### config.mk
export PLATFORM = sky130hd
export DESIGN_NAME = haptic_pattern_sequencer
export DESIGN_NICKNAME = d
export VERILOG_FILES = /design/src/design/hps_pkg.sv /design/src/design/hps_core.sv /design/src/design/hps_out.sv /design/src/design/haptic_pattern_sequencer.sv
export SDC_FILE = /design/constraint.sdc
export NUM_CORES = 1
export LEC_CHECK = 0
export BUFFER_PORTS_ARGS = -buffer_cell sky130_fd_sc_hd__buf_2
export CORE_MARGIN = 1.5
export CORE_UTILIZATION = 31
export DETAILED_ROUTE_END_ITERATION = 7
export SYNTH_ARGS = -nofsm -noshare
export SYNTH_HDL_FRONTEND = slang
export SYNTH_SLANG_ARGS = --single-unit
export TNS_END_PERCENT = 5
### constraint.sdc
create_clock -name clk -period 13 [get_ports clk]
set_input_delay 1.3 -clock clk [delete_from_list [all_inputs] [get_ports clk]]
set_output_delay 1.3 -clock clk [all_outputs]
set_load 0.01 [all_outputs]
### src/design/hps_pkg.sv
// ----------------------------------------------------------------------------
// Haptic pattern sequencer package
// Shared widths, opcodes, pattern codes, the step ROM and the pattern tables.
// ----------------------------------------------------------------------------
package hps_pkg;

	localparam int HPS_TIME_BITS = 32;
	localparam int HPS_PAT_W     = 3;
	localparam int HPS_POS_W     = 5;
	localparam int HPS_LVL_W     = 7;
	localparam int HPS_IN_LVL_W  = 8;
	localparam int HPS_PROD_W    = 14;
	localparam int HPS_DUR_W     = 10;
	localparam int HPS_IDX_W     = 6;
	localparam int HPS_MAX_LEVEL = 100;
	localparam int HPS_MAX_LEN   = 17;

	// Division by 100 as a multiply by a reciprocal; exact for products below 43690.
	localparam int HPS_DIV_MUL_W = 13;
	localparam logic [HPS_DIV_MUL_W-1:0] HPS_DIV100_MUL = 13'd5243;
	localparam int HPS_DIV100_SHIFT = 19;

	typedef enum logic [1:0] {
		OP_TICK  = 2'd0,
		OP_PLAY  = 2'd1,
		OP_LEVEL = 2'd2,
		OP_STOP  = 2'd3
	} hps_op_t;

	localparam logic [HPS_PAT_W-1:0] PAT_NONE      = 3'd0;
	localparam logic [HPS_PAT_W-1:0] PAT_BREATHING = 3'd5;
	localparam logic [HPS_PAT_W-1:0] PAT_INVALID   = 3'd7;

	typedef struct packed {
		hps_op_t                 op;
		logic [HPS_PAT_W-1:0]    sel;
		logic [HPS_IN_LVL_W-1:0] level;
	} hps_cmd_t;

	typedef struct packed {
		logic [HPS_PROD_W-1:0] prod;
		logic                  driver_on;
		logic                  running;
	} hps_status_t;

	typedef struct packed {
		logic [HPS_DUR_W-1:0] dur;
		logic [HPS_LVL_W-1:0] pct;
	} hps_step_t;

	function automatic logic [HPS_IDX_W-1:0] hps_pat_off(input logic [HPS_PAT_W-1:0] pid);
		logic [HPS_IDX_W-1:0] off;
		case (pid)
			3'd2:    off = 6'd1;
			3'd3:    off = 6'd4;
			3'd4:    off = 6'd9;
			3'd5:    off = 6'd20;
			3'd6:    off = 6'd37;
			default: off = 6'd0;
		endcase
		return off;
	endfunction

	function automatic logic [HPS_POS_W-1:0] hps_pat_len(input logic [HPS_PAT_W-1:0] pid);
		logic [HPS_POS_W-1:0] len;
		case (pid)
			3'd1:    len = 5'd1;
			3'd2:    len = 5'd3;
			3'd3:    len = 5'd5;
			3'd4:    len = 5'd11;
			3'd5:    len = 5'd17;
			3'd6:    len = 5'd13;
			default: len = 5'd0;
		endcase
		return len;
	endfunction

	function automatic hps_step_t hps_rom(input logic [HPS_IDX_W-1:0] idx);
		hps_step_t s;
		case (idx)
			// Single and double.
			6'd0, 6'd1, 6'd3:                s = {10'd100, 7'd100};
			6'd2:                            s = {10'd100, 7'd0};
			// Triple.
			6'd4, 6'd6, 6'd8:                s = {10'd80, 7'd100};
			6'd5, 6'd7:                      s = {10'd80, 7'd0};
			// Heartbeat.
			6'd9, 6'd13, 6'd17:              s = {10'd80, 7'd100};
			6'd10, 6'd14, 6'd18:             s = {10'd60, 7'd0};
			6'd11, 6'd15, 6'd19:             s = {10'd100, 7'd80};
			6'd12, 6'd16:                    s = {10'd760, 7'd0};
			// Breathing.
			6'd20:                           s = {10'd500, 7'd20};
			6'd21:                           s = {10'd500, 7'd35};
			6'd22:                           s = {10'd500, 7'd50};
			6'd23:                           s = {10'd500, 7'd65};
			6'd24:                           s = {10'd500, 7'd80};
			6'd25:                           s = {10'd500, 7'd90};
			6'd26:                           s = {10'd500, 7'd95};
			6'd27:                           s = {10'd500, 7'd100};
			6'd28:                           s = {10'd600, 7'd90};
			6'd29:                           s = {10'd600, 7'd75};
			6'd30:                           s = {10'd600, 7'd60};
			6'd31:                           s = {10'd600, 7'd45};
			6'd32:                           s = {10'd600, 7'd30};
			6'd33:                           s = {10'd600, 7'd20};
			6'd34:                           s = {10'd600, 7'd10};
			6'd35:                           s = {10'd600, 7'd5};
			6'd36:                           s = {10'd400, 7'd0};
			// Alert.
			6'd37, 6'd39, 6'd41,
			6'd44, 6'd46, 6'd48:             s = {10'd50, 7'd100};
			6'd38, 6'd40, 6'd42,
			6'd45, 6'd47, 6'd49:             s = {10'd50, 7'd0};
			6'd43:                           s = {10'd150, 7'd0};
			default:                         s = {10'd0, 7'd0};
		endcase
		return s;
	endfunction

endpackage

### src/design/hps_core.sv
// ----------------------------------------------------------------------------
// Haptic pattern sequencer core
// Sequencer state and its single-pass update for one command beat.
// ----------------------------------------------------------------------------
module hps_core import hps_pkg::*; #(
	parameter int TIME_BITS = HPS_TIME_BITS
) (
	input  logic                 clk,
	input  logic                 arst_n,
	input  logic                 go,
	input  hps_cmd_t             cmd,
	input  logic [TIME_BITS-1:0] now,
	output hps_status_t          status
);

	logic [HPS_PAT_W-1:0]  pattern_id_q, pattern_id_d;
	logic [HPS_POS_W-1:0]  step_pos_q, step_pos_d;
	logic [HPS_LVL_W-1:0]  base_q, base_d;
	logic [HPS_PROD_W-1:0] prod_q, prod_d;
	logic [TIME_BITS-1:0]  step_start_q, step_start_d;
	logic                  started_q, started_d;
	logic                  active_q, active_d;
	logic                  loop_q, loop_d;
	logic                  enable_q, enable_d;

	logic [HPS_LVL_W-1:0]  lvl_c;
	logic [HPS_POS_W-1:0]  len_cur;
	logic [HPS_POS_W-1:0]  cur_pos;
	logic [HPS_POS_W-1:0]  pos_inc;
	logic [HPS_POS_W-1:0]  apply_pos;
	logic [HPS_IDX_W-1:0]  off_cur;
	hps_step_t             cur_step;
	hps_step_t             apply_step;
	logic [TIME_BITS-1:0]  start_eff;
	logic [TIME_BITS-1:0]  elapsed;
	logic                  step_done;
	logic                  at_end;
	logic [HPS_PROD_W-1:0] scaled;
	logic                  stop_req;

	always_comb begin
		lvl_c = (cmd.level > HPS_IN_LVL_W'(HPS_MAX_LEVEL)) ? HPS_LVL_W'(HPS_MAX_LEVEL)
			: cmd.level[HPS_LVL_W-1:0];

		len_cur  = hps_pat_len(pattern_id_q);
		off_cur  = hps_pat_off(pattern_id_q);
		cur_pos  = (step_pos_q >= len_cur) ? '0 : step_pos_q;
		cur_step = hps_rom(off_cur + HPS_IDX_W'(cur_pos));

		// Before the first tick the step starts now, so nothing has elapsed yet.
		start_eff = started_q ? step_start_q : now;
		elapsed   = now - start_eff;
		step_done = elapsed >= TIME_BITS'(cur_step.dur);

		pos_inc    = step_pos_q + 1'b1;
		at_end     = pos_inc >= len_cur;
		apply_pos  = step_done ? (at_end ? '0 : pos_inc) : cur_pos;
		apply_step = hps_rom(off_cur + HPS_IDX_W'(apply_pos));
		scaled     = HPS_PROD_W'(apply_step.pct) * HPS_PROD_W'(base_q);
	end

	always_comb begin
		pattern_id_d = pattern_id_q;
		step_pos_d   = step_pos_q;
		base_d       = base_q;
		prod_d       = prod_q;
		step_start_d = step_start_q;
		started_d    = started_q;
		active_d     = active_q;
		loop_d       = loop_q;
		enable_d     = enable_q;
		stop_req     = 1'b0;

		if (go) begin
			case (cmd.op)
				OP_PLAY: begin
					if (cmd.sel == PAT_NONE || cmd.sel == PAT_INVALID) begin
						stop_req = 1'b1;
					end else begin
						pattern_id_d = cmd.sel;
						step_pos_d   = '0;
						base_d       = lvl_c;
						started_d    = 1'b0;
						active_d     = 1'b1;
						loop_d       = (cmd.sel == PAT_BREATHING);
						enable_d     = 1'b1;
					end
				end
				OP_LEVEL: begin
					if (lvl_c == '0) begin
						stop_req = 1'b1;
					end else begin
						pattern_id_d = PAT_NONE;
						active_d     = 1'b1;
						base_d       = lvl_c;
						prod_d       = HPS_PROD_W'(lvl_c) * HPS_PROD_W'(HPS_MAX_LEVEL);
						enable_d     = 1'b1;
					end
				end
				OP_STOP: begin
					stop_req = 1'b1;
				end
				OP_TICK: begin
					if (active_q && pattern_id_q != PAT_NONE) begin
						if (!started_q) begin
							started_d    = 1'b1;
							step_start_d = now;
							prod_d       = scaled;
						end
						if (step_done) begin
							step_start_d = now;
							if (at_end && !loop_q) begin
								step_pos_d = pos_inc;
								stop_req   = 1'b1;
							end else begin
								step_pos_d = apply_pos;
								prod_d     = scaled;
							end
						end
					end
				end
				default: begin
					stop_req = 1'b0;
				end
			endcase

			if (stop_req) begin
				active_d     = 1'b0;
				pattern_id_d = PAT_NONE;
				prod_d       = '0;
				enable_d     = 1'b0;
			end
		end
	end

	always_ff @(posedge clk or negedge arst_n) begin
		if (!arst_n) begin
			pattern_id_q <= PAT_NONE;
			step_pos_q   <= '0;
			base_q       <= '0;
			prod_q       <= '0;
			step_start_q <= '0;
			started_q    <= 1'b0;
			active_q     <= 1'b0;
			loop_q       <= 1'b0;
			enable_q     <= 1'b0;
		end else begin
			pattern_id_q <= pattern_id_d;
			step_pos_q   <= step_pos_d;
			base_q       <= base_d;
			prod_q       <= prod_d;
			step_start_q <= step_start_d;
			started_q    <= started_d;
			active_q     <= active_d;
			loop_q       <= loop_d;
			enable_q     <= enable_d;
		end
	end

	assign status.prod      = prod_q;
	assign status.driver_on = enable_q;
	assign status.running   = active_q;

	// The driver is awake exactly while something is playing.
	a_enable_tracks_active: assert property (@(posedge clk) disable iff (!arst_n)
		enable_q == active_q)
		else $error("driver enable and active flag disagree");

	a_idle_is_silent: assert property (@(posedge clk) disable iff (!arst_n)
		!active_q |-> prod_q == '0)
		else $error("level held while inactive");

	a_pos_in_range: assert property (@(posedge clk) disable iff (!arst_n)
		step_pos_q <= HPS_POS_W'(HPS_MAX_LEN))
		else $error("step position beyond longest pattern");

endmodule

### src/design/hps_out.sv
// ----------------------------------------------------------------------------
// Haptic pattern sequencer output stage
// Scales the stored level product down to a duty percent and holds the result.
// ----------------------------------------------------------------------------
module hps_out import hps_pkg::*; (
	input  logic                 clk,
	input  logic                 arst_n,
	input  logic                 load,
	input  hps_status_t          status,
	input  logic                 res_stall,
	output logic                 free,
	output logic                 res_valid,
	output logic [HPS_LVL_W-1:0] duty,
	output logic                 driver_on,
	output logic                 running
);

	localparam int QuotW = HPS_PROD_W + HPS_DIV_MUL_W;

	logic [QuotW-1:0]     recip_prod;
	logic [HPS_LVL_W-1:0] duty_c;
	logic                 valid_q;
	logic [HPS_LVL_W-1:0] duty_q;
	logic                 driver_q;
	logic                 running_q;

	// The product is at most 10000, so the quotient fits in seven bits.
	assign recip_prod = QuotW'(status.prod) * QuotW'(HPS_DIV100_MUL);
	assign duty_c     = recip_prod[HPS_DIV100_SHIFT +: HPS_LVL_W];

	assign free = !valid_q || !res_stall;

	always_ff @(posedge clk or negedge arst_n) begin
		if (!arst_n) begin
			valid_q <= 1'b0;
		end else if (free) begin
			valid_q <= load;
		end
	end

	always_ff @(posedge clk) begin
		if (load) begin
			duty_q    <= duty_c;
			driver_q  <= status.driver_on;
			running_q <= status.running;
		end
	end

	assign res_valid = valid_q;
	assign duty      = duty_q;
	assign driver_on = driver_q;
	assign running   = running_q;

endmodule

### src/design/haptic_pattern_sequencer.sv
// ----------------------------------------------------------------------------
// Haptic pattern sequencer
// Plays vibration patterns from a fixed step ROM and reports the driven duty.
// ----------------------------------------------------------------------------
// Usage: each command beat (tick, play, constant level, stop) on the cmd
// channel produces exactly one result beat on the res channel carrying the
// duty percent, the driver enable and the running flag after that command.
// Both channels use valid and stall; a beat moves when valid is high and
// stall is low.
// Pipeline: a command is registered on acceptance, then updates the sequencer
// state registers, then its result is registered in the output stage.
// Throughput: one command per cycle while the receiver does not stall; the
// state update is a single pass with two step ROM lookups, one 32-bit time
// compare and one 7x7 multiply; the division by 100 sits in the output stage.
// Reset clears the pipeline and the state: no pattern, driver asleep, zero
// level product; the output data registers are not reset. When the receiver
// stalls, the held result stays put, the two internal stages fill, and
// cmd_stall rises once both are occupied.
// ----------------------------------------------------------------------------
module haptic_pattern_sequencer import hps_pkg::*; #(
	parameter int TIME_BITS = HPS_TIME_BITS
) (
	input  logic                    clk,
	input  logic                    arst_n,
	input  logic                    cmd_valid,
	output logic                    cmd_stall,
	input  logic [1:0]              opcode,
	input  logic [HPS_PAT_W-1:0]    pattern_select,
	input  logic [HPS_IN_LVL_W-1:0] intensity,
	input  logic [31:0]             time_ms,
	output logic                    res_valid,
	input  logic                    res_stall,
	output logic [HPS_LVL_W-1:0]    duty,
	output logic                    driver_on,
	output logic                    running
);

	logic                 s1_valid_q;
	hps_cmd_t             cmd_s1;
	logic [TIME_BITS-1:0] time_s1;
	logic                 s2_valid_q;
	logic                 s1_free;
	logic                 s2_free;
	logic                 s1_adv;
	logic                 out_free;
	logic                 out_load;
	hps_status_t          status;

	// The second stage holds no data: the state registers carry its result.
	assign s2_free  = !s2_valid_q || out_free;
	assign s1_adv   = s1_valid_q && s2_free;
	assign s1_free  = !s1_valid_q || s2_free;
	assign out_load = s2_valid_q && out_free;

	assign cmd_stall = !s1_free;

	always_ff @(posedge clk or negedge arst_n) begin
		if (!arst_n) begin
			s1_valid_q <= 1'b0;
			s2_valid_q <= 1'b0;
		end else begin
			if (s1_free) begin
				s1_valid_q <= cmd_valid;
			end
			if (s2_free) begin
				s2_valid_q <= s1_valid_q;
			end
		end
	end

	always_ff @(posedge clk) begin
		if (s1_free && cmd_valid) begin
			cmd_s1.op    <= hps_op_t'(opcode);
			cmd_s1.sel   <= pattern_select;
			cmd_s1.level <= intensity;
			time_s1      <= time_ms[TIME_BITS-1:0];
		end
	end

	hps_core #(
		.TIME_BITS (TIME_BITS)
	) u_core (
		.clk    (clk),
		.arst_n (arst_n),
		.go     (s1_adv),
		.cmd    (cmd_s1),
		.now    (time_s1),
		.status (status)
	);

	hps_out u_out (
		.clk       (clk),
		.arst_n    (arst_n),
		.load      (out_load),
		.status    (status),
		.res_stall (res_stall),
		.free      (out_free),
		.res_valid (res_valid),
		.duty      (duty),
		.driver_on (driver_on),
		.running   (running)
	);

	a_stall_only_when_full: assert property (@(posedge clk) disable iff (!arst_n)
		cmd_stall |-> s1_valid_q && s2_valid_q && res_valid)
		else $error("command stalled with room in the pipeline");

	a_duty_in_range: assert property (@(posedge clk) disable iff (!arst_n)
		res_valid |-> duty <= HPS_LVL_W'(HPS_MAX_LEVEL))
		else $error("duty above full scale");

	a_idle_result_quiet: assert property (@(posedge clk) disable iff (!arst_n)
		res_valid && !running |-> duty == '0 && !driver_on)
		else $error("idle result drives the motor");

endmodule
## Word-level counts from Yosys, hierarchy flattened

Memory sizes are Yosys's and may differ from the RTL's.
Index checks and enable logic that the tools add are counted.

| storage, ports and cells | value |
|---|---|
| memory bits (read-only) | 2048 |
| word-level logic and storage cells | 120 |
| input bits | 49 |
| RAM bits | 0 |
| latch bits | 0 |
| memories | 2 |
| bits in registers | 120 |
| output and inout port bits | 11 |

| operators by class | value |
|---|---|
| add/sub/neg operators | 4 |
| order comparisons | 4 |
| reduce and logical (&&, ||, !) cells | 30 |
| equality and inequality tests | 18 |
| muxes and demuxes | 41 |
| multiply operators | 3 |
| bitwise gates (word level) | 1 |
| shift operators | 0 |
| divide/modulo/power cells | 0 |

Memories:

| memory | depth | bits a word | read ports | clocked after memory_dff | write ports | line | RTL |
|---|---|---|---|---|---|---|---|
| (no name shown) | 64 | 16 | 1 | 0 | 0 | hps_pkg.sv:80 | `case (idx)` |
| (no name shown) | 64 | 16 | 1 | 0 | 0 | hps_pkg.sv:80 |  |

Operators with widths:

| cell | number |
|---|---|
| two-way mux 14 bit | 6 |
| two-way mux 32 bit | 2 |
| two-way mux 5 bit | 7 |
| greater-or-equal comparator 32 x 10 -> 1 bit | 1 |
| subtractor 32 bit | 1 |
| case mux 5 bit (6 select lines) | 1 |
| case mux 6 bit (5 select lines) | 1 |
| case mux 14 bit (2 select lines) | 1 |
| multiplier 14 x 13 -> 26 bit (second input constant) | 1 |
| two-way mux 7 bit | 3 |
| AND reduction 4 bit | 4 |
| equality test 3 bit (second input constant) | 5 |
| multiplier 7 x 7 -> 14 bit | 1 |
| case mux 7 bit (2 select lines) | 1 |
| adder 6 x 5 -> 6 bit | 2 |
| multiplier 7 x 5 -> 12 bit (second input constant) | 1 |
| two-way mux 1 bit | 11 |
| greater-or-equal comparator 5 bit | 2 |
| case mux 5 bit (2 select lines) | 1 |
| two-way mux 3 bit | 3 |
| nonzero test 3 bit | 3 |
| > comparator 8 x 7 -> 1 bit (second input constant) | 1 |
| logical NOT 7 bit | 1 |
| equality test 3 x 2 -> 1 bit (second input constant) | 2 |
| other kinds (20) | 39 |

## Longest topological paths before layout

An unclocked memory read counts as a cell.

| logic depth | value |
|---|---|
| depth after elaboration | 17 |
| gate-level depth with buffers | 67 |
| mapped depth without buffers | 63 |

## By module

From an unflattened synthesis, not the netlist that was laid out.

| second synthesis, totals | value |
|---|---|
| cell total of the unflattened synthesis | 1574 |
| area total of the unflattened synthesis | 14700.3 sq um |

By module, submodules not included:

| module | times used | area an instance (sq um) | sequential area each (sq um) | cells each |
|---|---|---|---|---|
| hps_core | 1 | 9512.9 | 1601.5 | 1162 |
| hps_out | 1 | 3723.6 | 295.3 | 357 |
| haptic_pattern_sequencer | 1 | 1463.9 | 1401.3 | 55 |

## Worst setup path after synthesis

Ideal clock, no wire load.

| timing path | value |
|---|---|
| path kind | reg-to-reg |
| start point | reg u_core.pattern_id_q[2] |
| end point | reg u_core.prod_q[13] |
| period minus slack after synthesis | 12483 ps |
| buffers on the path | 4 |
| data required time | 12905 ps |
| setup slack | 517 ps |
| setup time | 95 ps |
| arrival | 12387 ps |
| stages on the path, launching flop included | 59 |
| cells stage by stage | dfrtp_1 > clkbuf_1 > nor3_1 > nor2_1 > ha_1 > nand2b_1 > a21o_1 > a21o_1 > a21o_1 > a21oi_1 > and2_1 > ha_1 > a31oi_1 > o21bai_1 > a21oi_1 > xnor2_1 > clkbuf_1 > a41oi_1 > (+23 left out) > fa_1 > inv_1 > fa_1 > inv_1 > fa_1 > inv_1 > ha_1 > o21a_1 > o21a_1 > o21a_1 > o21a_1 > o21ai_0 > a21oi_1 > xnor2_1 > nand2_1 > o211ai_1 > o21ai_0 > o31ai_1 |

| between the ends | value |
|---|---|
| longest elaborated chain between the ends | 17 |
| elaborated cells between the ends (all ways) | 37 |
| classes of those cells | add/sub (2); mul (1); order compare (3); eq/ne (8); mux (16); reduce/logical (5); memory (2) |

Ends and longest elaborated chain:

| what | line | RTL |
|---|---|---|
| start, declared | hps_core.sv:16 | `logic [HPS_PAT_W-1:0] pattern_id_q, pattern_id_d;` |
| start signal, assigned | hps_core.sv:148 | `pattern_id_q <= pattern_id_d;` |
| equality test 3 bit, or another cell as far along | hps_pkg.sv:53, hps_pkg.sv:66 |  |
| case mux 5 bit (6 select lines) | hps_pkg.sv:66 | `case (pid)` |
| greater-or-equal comparator 5 bit | hps_core.sv:47 | `cur_pos = (step_pos_q >= len_cur) ? '0 : step_pos_q;` |
| two-way mux 5 bit | hps_core.sv:47 |  |
| adder 6 x 5 -> 6 bit | hps_core.sv:48 | `cur_step = hps_rom(off_cur + HPS_IDX_W'(cur_pos));` |
| memory read (64 x 16 bit) | - |  |
| greater-or-equal comparator 32 x 10 -> 1 bit | hps_core.sv:53 | `step_done = elapsed >= TIME_BITS'(cur_step.dur);` |
| two-way mux 5 bit | hps_core.sv:57 | `apply_pos = step_done ? (at_end ? '0 : pos_inc) : cur_pos;` |
| adder 6 x 5 -> 6 bit | hps_core.sv:58 | `apply_step = hps_rom(off_cur + HPS_IDX_W'(apply_pos));` |
| memory read (64 x 16 bit) | - |  |
| multiplier 7 x 7 -> 14 bit | hps_core.sv:59 | `scaled = HPS_PROD_W'(apply_step.pct) * HPS_PROD_W'(base_q);` |
| two-way mux 14 bit | hps_core.sv:105 | `if (!started_q) begin` |
| two-way mux 14 bit | hps_core.sv:112 | `if (at_end && !loop_q) begin` |
| two-way mux 14 bit | hps_core.sv:110 | `if (step_done) begin` |
| two-way mux 14 bit | hps_core.sv:104 | `if (active_q && pattern_id_q != PAT_NONE) begin` |
| case mux 14 bit (2 select lines) | hps_core.sv:75 | `case (cmd.op)` |
| two-way mux 14 bit | hps_core.sv:127 | `if (stop_req) begin` |
| end signal, assigned | hps_core.sv:151 | `prod_q <= prod_d;` |
| end, declared | hps_core.sv:19 | `logic [HPS_PROD_W-1:0] prod_q, prod_d;` |

Parallel ways exist; a longest one is shown, timed or not. The select of a mux whose other input is x is not followed.
A chain may end at the register's enable or synchronous reset.

## Final worst setup path

Same ends and word-level chain as after synthesis.

==> impl.org <==
** Run status
- The flow ran to the end, and the final reports show no timing, DRC or antenna violations.

** Floorplan
- IO Count :: 60
- Once the floorplan was initialized, standard cells occupied 31.31% of the core.
- The region available for standard cell placement spans 45,190 µm².
- Die Outline Area :: 46,920 µm²
- Measured along the y axis, the die boundary spans 216.6 µm.
- Total number of placement rows :: 78
- The floorplan step set the die width to 216.6 µm.

** CTS
- CTS H-tree depth :: 4
- TritonCTS clock tree :: yes
- Max Buffers Root-to-Sink :: 2
- Clock-pin slew was measured on the worst setup and hold paths at 0.06 ns.
- Clock latency on the worst-skew pair :: 0.43 ns
- In this run, CTS created clock tree buffers numbering 17.
- Number of sinks handled by clock tree synthesis :: 120
- Buffer cell driving the clock tree root :: sky130_fd_sc_hd__clkbuf_16

** Setup path
- Startpoint type of the worst setup path :: flop
- Data on the critical path arrives at its endpoint at 12.53 ns.
- By instance count, the cell type seen most on the critical path is sky130_fd_sc_hd__ha_1.
- In this run the worst path has a maximum fanout of 12.
- Crit path capture type :: flop
- The largest individual stage delay along the critical path comes from the cell sky130_fd_sc_hd__fa_1.
- Delay of the slowest critical-path stage :: 0.55 ns
- For flop-to-flop paths, the worst setup slack is 0.80 ns.
- Among cell families on the critical path, the largest total delay comes from compound AO/OA/AOI/OAI gates.
- Reg2reg end :: u_core.prod_q[13]
- The number of buffers and inverters on the critical path is 8.
- WS Path Type :: reg -> reg
- In this run the critical register-to-register path is launched from u_core.pattern_id_q[2].
- The worst register-to-register path has a depth of 61.
- For the worst setup path, the data required time is 13.33 ns.

** Route
- Routed metal-1 wire length :: 15.16 mm
- For this run, design rule violations remaining after detail routing come to 0.
- Uppermost layer routed :: met4
- Summed over all layers, the routed wires come to 33.38 mm.
- After detailed routing, the number of vias per cell comes to 5.038.
- Met3 wire len :: 1.053 mm
- Router iterations before antenna repair :: 5
- Once detail routing completed, the nets flagged for antenna violations numbered 0.
- Total number of vias :: 11,080
- Dividing the detail-routed wire length by the instance count gives 15.17 µm.
- Iteration-0 DRC count of the detailed router :: 554
- Wire segments on met2 add up to 16.42 mm in the final route.

** Yosys
- In the synthesized netlist the dominant register cell turns out to be sky130_fd_sc_hd__dfrtp_1.
- Dividing the synthesized area by the synthesized cell count gives 9.399 µm².
- Number of warnings printed during yosys synthesis :: 0
- Counting flops and latches in the post-synthesis netlist gives 120.
- The cell count after synthesis came out at 1,505.
- Synthesized Nets :: 1,867
- Post-synthesis instance area :: 14,150 µm²
- EDFF count, synth :: 53
- Fraction of synthesis flops using an asynchronous set or reset pin :: 55.83%
- Of the post-synthesis cell area, the dominant cell type holds 19.81%.
- Sequential share of the synthesized area :: 23.10%
- By area the synthesized netlist is led by sky130_fd_sc_hd__ha_1 (20%), sky130_fd_sc_hd__fa_1 (13%), sky130_fd_sc_hd__dfrtp_1 (12%).
- Number of distinct library cell variants in the gate-level netlist after synthesis :: 86
- Summed over all instances, the cell type with the most area after synthesis is sky130_fd_sc_hd__ha_1.

** Timing
- Maximum clock frequency :: 81.98 MHz
- The worst path needs 12.20 ns of the cycle, external delays included.
- Number of pins with negative max-slew slack in the final report :: 0
- For the pin with the worst max-slew slack, the measured transition is 1.118 ns.
- In the finished design, the share of the clock period the worst path needs comes to 93.83%.
- Setup violations remaining at the end of the flow were counted as 0.
- Count of endpoints failing hold in the final timing report :: 0
- In the final timing run, aggregate negative setup slack is 0 ns.
- Skew final :: 0.01112 ns
- Headroom to the max-slew limit came out at 23.53%.

** Cells and area
- The area growth from synthesis to layout is 15.63%.
- In the layout the commonest cells are sky130_fd_sc_hd__ha_1 (217), sky130_fd_sc_hd__inv_1 (175), sky130_fd_sc_hd__nand2_1 (119).
- Net count, final :: 1,949
- After routing the design area is 16,360 µm².
- The library cell used most frequently in the layout, excluding fill and tap cells, is sky130_fd_sc_hd__ha_1.
- The post-route netlist has 16.50% of its cells at a drive strength greater than 1.
- The repair_antennas step left the layout with diodes totalling 0.
- Final Instance Count excl. Fillers :: 2,200

** Worst hold path
- Along the worst hold path, the cell count comes to 1.
- Type of the tightest min-delay check :: reg -> reg
- In this run the most critical hold path is launched from s2_valid_q.
- Hold endpoint :: u_out.res_valid

** Global route
- Summed over all layers, the global routing overflow is 0.
- Global-route wire length before repair :: 55.26 mm
- For this run, the total global-route usage over all layers was measured as 14.46%.
- The via count of the first global-routing pass is 11,070.
- Maximum number of pins on one net before global-route repair :: 68
- Number of antenna violations at the first check in global routing :: 0

** Placement
- Post-placement cell count :: 2,149
- Post-place instance area :: 15,250 µm²
- Routability-driven placement congestion ratio :: 0.8986
- Summed over all nets, the half-perimeter wirelength after detailed placement is 26.77 mm.
- During placement, the flow inserted port buffers numbering 59.

** Power
- Peak supply drop :: 0.1843 mV
- For this design the ratio of total power to cell area is 245.0 nW/µm².
- In this run the static leakage power is 0.007659 µW.

** Job
- Number of max-cap violations :: 0
## state kept, by name, summed over array words and instances, names as in the netlist
name,flops
u_core.prod_q,14
u_core.step_pos_q,5
cmd_s1,13
u_out.driver_on,1
u_core.active_q,1
u_core.pattern_id_q,3
u_core.base_q,7
s1_valid_q,1
u_out.res_valid,1
u_core.loop_q,1
s2_valid_q,1
u_core.started_q,1
time_s1,32
u_core.step_start_q,32
u_out.duty,7
## synth_stat cells (21+ instances only)
cell	number
sky130_fd_sc_hd__inv_1	177
sky130_fd_sc_hd__mux2i_1	45
sky130_fd_sc_hd__fa_1	89
sky130_fd_sc_hd__clkbuf_1	28
sky130_fd_sc_hd__nor2_1	77
sky130_fd_sc_hd__o21ai_0	85
sky130_fd_sc_hd__a21o_1	25
sky130_fd_sc_hd__xnor2_1	35
sky130_fd_sc_hd__nand2b_1	30
sky130_fd_sc_hd__nor2b_1	28
sky130_fd_sc_hd__xor2_1	21
sky130_fd_sc_hd__mux2_2	32
sky130_fd_sc_hd__ha_1	224
sky130_fd_sc_hd__edfxtp_1	53
sky130_fd_sc_hd__nand2_1	121
sky130_fd_sc_hd__dfrtp_1	67
sky130_fd_sc_hd__nand3_1	23
sky130_fd_sc_hd__a21oi_1	80
## worst max-delay path by stage
stage,start,end,slack (ns),cells past startpoint
2_1_floorplan,u_core.pattern_id_q[2],u_core.prod_q[13],0.52,58
3_3_place_gp,u_core.pattern_id_q[2],u_core.prod_q[13],0.43,57
3_5_place_dp,u_core.pattern_id_q[2],u_core.prod_q[13],0.15,59
4_1_cts,u_core.pattern_id_q[2],u_core.prod_q[13],0.09,61
5_1_grt,u_core.pattern_id_q[1],u_core.prod_q[13],-0.1,61
6_report,u_core.pattern_id_q[2],u_core.prod_q[13],0.80,61
## stage by stage
stage / hold WS, ns / utilization (%) / power [µW] / worst slack (ns)
finish: 0.4958 / 36.20 / 4007 / 0.8019
global route: 0.5162 / 36.20 / 4539 / -0.09516
CTS: 0.5006 / 35.04 / 3999 / 0.08574
detailed placement: 0.4826 / 33.75 / 3488 / 0.1457
global placement: 0.4884 / 33.75 / 3410 / 0.4289
floorplan: 0.4388 / - / 2760 / 0.5172
## final cells by class
cell class,instances,area [µm²]
inverters,177,666.9
clock inverters,14,147.6
fillers,4560,28830
repair buffers,113,725.7
clock buffers,18,439.2
well taps,600,750.7
flip-flops and latches,120,3273
multi-input cells,1158,10350
## worst register-to-register path: cells and delay by family (launching register included)
family | cells | cell delay, ns
buffers and inverters | 8 | 0.92
multiplexers | 1 | 0.19
AND/OR/NAND/NOR | 19 | 3.26
AO/OA/AOI/OAI | 22 | 3.60
XOR/XNOR | 2 | 0.28
flip-flops | 1 | 0.48
adder cells (fa/ha/maj) | 9 | 3.36
## cell families (layout without fill, tap and decap cells)
kind of cell	count (synthesis)	in the layout	synth area share, %
XOR/XNOR	56	56	3.467
flip-flops	120	120	23.10
buffers and inverters	227	322	6.280
multiplexers	79	79	5.935
AND/OR/NAND/NOR	382	382	13.53
adder cells (fa/ha/maj)	313	313	32.41
AO/OA/AOI/OAI	328	328	15.28
## layer usage
layer,GRT usage (%),vias up
met5,0,-
met4,4.537,0
met3,1.923,58
met2,24.83,224
met1,18.76,5364
li1,-,5437
## timing repair
item / in CTS / in global routing
endpoints found under the setup margin: 0 / 8
setup buffers: 0 / 18
hold buffers: 0 / 0
resized for setup: 0 / 82
## where the power goes
group | switching, µW | internal (µW)
combinational | 1640 | 1280
sequential | 110 | 508
clock | 182 | 287
Note: power is estimated with default switching activity, not from simulation.
